`src/rtl/qmr_pkg.sv`:
```
package qmr_pkg;

  // operation codes carried by req_type
  localparam logic OP_PRODUCT = 1'b0;
  localparam logic OP_ROTATE  = 1'b1;

  // control of one term in a four-term dot product
  // neg_pre: negate the exact product before the floor shift
  // sub:     subtract the floored term instead of adding it
  typedef struct packed {
    logic neg_pre;
    logic sub;
  } term_ctl_t;

  localparam term_ctl_t T_ADD    = '{neg_pre: 1'b0, sub: 1'b0};
  localparam term_ctl_t T_SUB    = '{neg_pre: 1'b0, sub: 1'b1};
  localparam term_ctl_t T_NEGADD = '{neg_pre: 1'b1, sub: 1'b0};

endpackage

```
`src/rtl/qmr_dot4.sv`:
```
module qmr_dot4 #(
  parameter int PW   = 32,
  parameter int FRAC = 14
) (
  input  logic signed [PW-1:0]     prod_i [4],
  input  qmr_pkg::term_ctl_t       ctl_i  [4],
  output logic signed [PW+2-FRAC:0] sum_o
);

  localparam int TW = PW + 1 - FRAC;
  localparam int SW = PW + 3 - FRAC;

  logic signed [PW:0]   ext [4];
  logic signed [PW:0]   shf [4];
  logic signed [TW-1:0] trm [4];
  logic signed [SW-1:0] acc;

  always_comb begin
    acc = '0;
    for (int i = 0; i < 4; i++) begin
      ext[i] = {prod_i[i][PW-1], prod_i[i]};
      if (ctl_i[i].neg_pre) begin
        ext[i] = -ext[i];
      end
      // arithmetic shift floors toward minus infinity
      shf[i] = ext[i] >>> FRAC;
      trm[i] = shf[i][TW-1:0];
      if (ctl_i[i].sub) begin
        acc = acc - SW'(trm[i]);
      end else begin
        acc = acc + SW'(trm[i]);
      end
    end
  end

  assign sum_o = acc;

endmodule

```
`config.mk`:
```
export PLATFORM = sky130hd
export DESIGN_NAME = qmr_dot4
export DESIGN_NICKNAME = d
export VERILOG_FILES = /design/src/rtl/qmr_pkg.sv /design/src/rtl/qmr_dot4.sv
export SDC_FILE = /design/constraint.sdc
export NUM_CORES = 1
export LEC_CHECK = 0
export ABC_CLOCK_PERIOD_IN_PS = 19800
export BUFFER_PORTS_ARGS = -buffer_cell sky130_fd_sc_hd__clkbuf_2
export CAP_MARGIN = 40
export CELL_PAD_IN_SITES_DETAIL_PLACEMENT = 0
export CELL_PAD_IN_SITES_GLOBAL_PLACEMENT = 1
export CORE_UTILIZATION = 43
export DETAILED_ROUTE_END_ITERATION = 7
export PLACE_DENSITY_LB_ADDON = 0.1
export RECOVER_POWER = 50
export SLEW_MARGIN = 0
export SYNTH_ARGS = -nofsm -noshare
export SYNTH_HDL_FRONTEND = slang
export SYNTH_SLANG_ARGS = --single-unit
```
`constraint.sdc`:
```
create_clock -name vclk -period 19.8
set_input_delay 3.96 -clock vclk [all_inputs]
set_output_delay 3.96 -clock vclk [all_outputs]
set_load 0.03 [all_outputs]
```
==> results of run 1 <==
[worst max-delay path, delay by kind of cell]
kind	cells	cell delay (ns)
buf+inv	4	0.42
simple gates	12	2.37
compound gates	15	2.87
fa+ha+maj	4	1.26
xor+xnor	7	1.44
[synth_stat cells, types with 19 or more instances]
cell type    n  share of area
a21o_1      22          0.024
a21oi_1     57          0.042
clkbuf_1    39          0.022
ha_1        64           0.12
inv_1       43          0.024
nand2_1    114          0.063
nand3_1     30          0.022
nor2_1     121          0.067
nor3_1      27          0.020
o21ai_0     95          0.070
o31ai_1     19          0.021
xnor2_1    125           0.16
xor2_1      42          0.054
[how the worst min path moves through the flow]
stage / startpoint / to / slack [ns] / depth (start not counted)
6_report: prod_i[14] / sum_o[0] / 8.64 / 5
5_1_grt: prod_i[29] / sum_o[15] / 8.71 / 5
4_1_cts: prod_i[14] / sum_o[0] / 8.65 / 5
3_5_place_dp: prod_i[14] / sum_o[0] / 8.64 / 5
3_3_place_gp: prod_i[14] / sum_o[0] / 8.63 / 5
2_1_floorplan: prod_i[14] / sum_o[0] / 8.34 / 3
[metal layers]
layer | share of wire | global-route usage
met2 | 0.45 | 0.368
met4 | 0.0034 | 0.00630
met1 | 0.52 | 0.332
met3 | 0.025 | 0.00251
met5 | 0 | 0
[where the power goes]
| part | internal, mW | total [mW] | switching (mW) |
|---|---|---|---|
| clock network | 0 | 0 | 0 |
| logic | 0.448 | 1.23 | 0.784 |
| registers | 0 | 0 | 0 |
[final cells by class]
| type | instances | area [um2] |
|---|---|---|
| fillers | 1658 | 7660 |
| inverters | 43 | 161 |
| multi-input cells | 959 | 6390 |
| well taps | 211 | 264 |
| repair buffers | 158 | 779 |
[cell families after synthesis]
family	Yosys count	synth area share
AND/OR/NAND/NOR	422	0.304
AO/OA/AOI/OAI	280	0.262
XOR/XNOR	168	0.220
buffers and inverters	89	0.0530
adder cells (fa/ha/maj)	67	0.127
multiplexers	22	0.0345
==> results.json, run 1 <==
{
  "outcome": "finished clean",
  "hold_path.class": "in2out",
  "period_share": 0.823,
  "setup_ws_ns": 3.51,
  "drc": 0,
  "core.rowCount": 45,
  "die_x_um": 127,
  "die_y_um": 127,
  "peakVddDrop_v": 0.000204,
  "antenna_cells": 0,
  "ios": 157,
  "setup_viol": 0,
  "leakage_nw": 3.34,
  "seq_area_frac_synth": 0,
  "via_count": 7412,
  "slew_headroom": 0.557,
  "place.gp.congestion": 0.831,
  "avgSynthCellArea_um2": 6.44,
  "cp_data_arrival_time_ns": 12.33,
  "placed_area_um2": 7610,
  "post-cts-setup-buffers": 0,
  "port_buffers": 157,
  "slowest_delay_ns": 0.43,
  "slowest_stage": "nand4_1",
  "hpwl_um": 15300,
  "crit_fanout": 11,
  "worstMarginPinSlew_ns": 0.658,
  "maxCapViolCount": 0,
  "start_util": 0.443,
  "critPathKind": "in2out",
  "synthesis.area_um2": 6750,
  "fmax_mhz": 61.4,
  "grt_pass1_wl_um": 30400,
  "path_common_cell": "xnor2_1",
  "ys_types": 68,
  "endpoint": "sum_o[20]",
  "layout.nets": 1365,
  "dp.cells": 1370,
  "grt_util_all_layers": 0.221,
  "antenna_left": 0,
  "fin_crit_ns": 16.29,
  "core_um2": 15300,
  "preCtsSetupSlack_ns": 3.53,
  "grt_max_degree": 34,
  "synthCells": 1048,
  "cp.required_ns": 15.84,
  "wl_per_cell_um": 13.2,
  "yosys_warnings": 0,
  "routed_wl_um": 18100,
  "drv_slew": 0,
  "fin_hold_ws_ns": 8.64,
  "start_kind": "input pin",
  "setup-tns-final_ns": 0,
  "cp-end-kind": "output pin",
  "final-seq-area_um2": 0,
  "syn_to_final_growth_pct": 12.5,
  "rsz0062_at_grt": "no",
  "antenna_found_initial": 0,
  "p_total_mw": 1.23,
  "seq_cell_count": 0,
  "power_density_nw_per_um2": 162,
  "drive_above_1_share": 0.165,
  "final_hold_viol_count": 0,
  "overflow": 0,
  "first_pass_iters": 5,
  "final_cell_mix": "clkbuf_2 (149), xnor2_1 (125), nor2_1 (121)",
  "vias_per_cell": 5.41,
  "layoutNonFillerInstCount": 1371,
  "grt_pass1_vias": 6438,
  "cts_hold_buf": 0,
  "design_area_um2": 7600,
  "dr.first_iter.drc_count": 335,
  "final_common_cell": "clkbuf_2",
  "cts_resized": 0,
  "syn_nets": 1251,
  "cp-startpoint": "prod_i[98]",
  "dieArea_um2": 16200,
  "final_core_util": 0.498,
  "nClkBuffers": 0
}
Power figures use the tool's default switching activity.
==> run 2: changes to the inputs <==
Settings changed: ABC_CLOCK_PERIOD_IN_PS 19800 to 17100, CORE_UTILIZATION 43 to 40.
Clock period 19.8 ns to 17.1 ns, I/O delays scaled along.
==> results.json, run 2 (synthesis results as in run 1) <==
{
  "first_pass_iters": 4,
  "rsz0062_at_grt": "no",
  "top_usage_layer": "met2",
  "hold_depth": 5,
  "vias_per_cell": 5.35,
  "leakage_nw": 3.34,
  "drv_slew": 0,
  "via_count": 7381,
  "setup_ws_ns": 1.86,
  "syn_to_final_growth_pct": 12.7,
  "slowest_delay_ns": 0.74,
  "dieArea_um2": 17400,
  "final-seq-area_um2": 0,
  "worstMarginPinSlew_ns": 0.897,
  "die_x_um": 132,
  "fmax_mhz": 65.6,
  "final_cell_mix": "clkbuf_2 (148), xnor2_1 (125), nor2_1 (121)",
  "whs_endpoint": "sum_o[0]",
  "slowest_stage": "o41ai_1",
  "post-cts-setup-buffers": 0,
  "grt_pass1_vias": 6664,
  "layout.nets": 1365,
  "hpwl_um": 15500,
  "slew_headroom": 0.394,
  "grt_util_all_layers": 0.204,
  "place.gp.congestion": 0.823,
  "fin_crit_ns": 15.24,
  "outcome": "finished clean",
  "drive_above_1_share": 0.165,
  "path_common_cell": "xnor2_1",
  "overflow": 0,
  "antenna_found_initial": 0,
  "core_um2": 16500,
  "grt.met1_usage": 0.301,
  "cp_data_arrival_time_ns": 11.82,
  "die_y_um": 132,
  "power_density_nw_per_um2": 187,
  "maxCapViolCount": 0,
  "grt_pass1_wl_um": 30700,
  "grtUsageMet2": 0.349,
  "critPathKind": "in2out",
  "port_buffers": 157,
  "seq_cell_count": 0,
  "crit_fanout": 11,
  "cp_top_family": "compound AO/OA/AOI/OAI gates",
  "gr-usage-met3": 0.00384,
  "final_common_cell": "clkbuf_2",
  "routed_wl_um": 18300,
  "antenna_cells": 0,
  "drc": 0,
  "preCtsSetupSlack_ns": 1.87,
  "antenna_left": 0,
  "wl_per_cell_um": 13.2,
  "start_util": 0.409,
  "nFillCells": 1824,
  "path_buf_inv": 5,
  "ios": 157,
  "core.rowCount": 47,
  "period_share": 0.891,
  "hold_path.class": "in2out",
  "cp-end-kind": "output pin",
  "start_kind": "input pin",
  "setup_viol": 0,
  "nClkBuffers": 0,
  "final_hold_viol_count": 0,
  "fin_hold_ws_ns": 7.55,
  "peakVddDrop_v": 0.000349,
  "grt_max_degree": 34,
  "hp-start": "prod_i[14]",
  "cts_hold_buf": 0,
  "cts_resized": 0,
  "dr.first_iter.drc_count": 341,
  "cp.required_ns": 13.68,
  "setup-tns-final_ns": 0
}
## run 2: cell types whose count changed in the layout (fill, tap and decap cells not counted), sizes merged
| cell | previous run | this run |
|---|---|---|
| buf | 0 | 1 |
| clkbuf | 158 | 157 |
## run 2: metal layers
metal / wire length [um] / share of wire
met5: 0 / 0
met2: 8150 / 0.45
met4: 34 / 0.0019
met3: 641 / 0.035
met1: 9440 / 0.52
## run 2: worst max-delay path by stage
stage / startpoint / end / slack, ns / cells past startpoint
after floorplan: prod_i[105] / sum_o[20] / 3.11 / 41
after CTS: prod_i[98] / sum_o[20] / 1.80 / 38
final: prod_i[98] / sum_o[20] / 1.86 / 38
after global placement: prod_i[98] / sum_o[20] / 2.04 / 38
after detailed placement: prod_i[98] / sum_o[20] / 1.87 / 38
after global routing: prod_i[98] / sum_o[20] / 0.83 / 38
## run 2: area by class of cell
cell class	instances	area [um2]	area share
multi-input combinational	959	6390	0.840
tap	220	275	0.0362
timing repair buffer	158	782	0.103
inverter	43	161	0.0212
## run 2: per-stage QoR
stage	power (mW)	instance area [um2]	util	instances
2_1_floorplan	1.11	6750	-	1048
3_3_place_gp	1.45	7620	0.461	1380
3_5_place_dp	1.45	7620	0.461	1380
4_1_cts	1.46	7620	0.461	1380
5_1_grt	1.57	7610	0.461	1380
6_report	1.43	7610	0.461	1380
## run 2: where the power goes
group          internal [mW]  total [mW]  leakage [nW]  switching [mW]
clock network              0           0             0               0
logic                  0.518        1.43          3.34           0.907
registers                  0           0             0               0
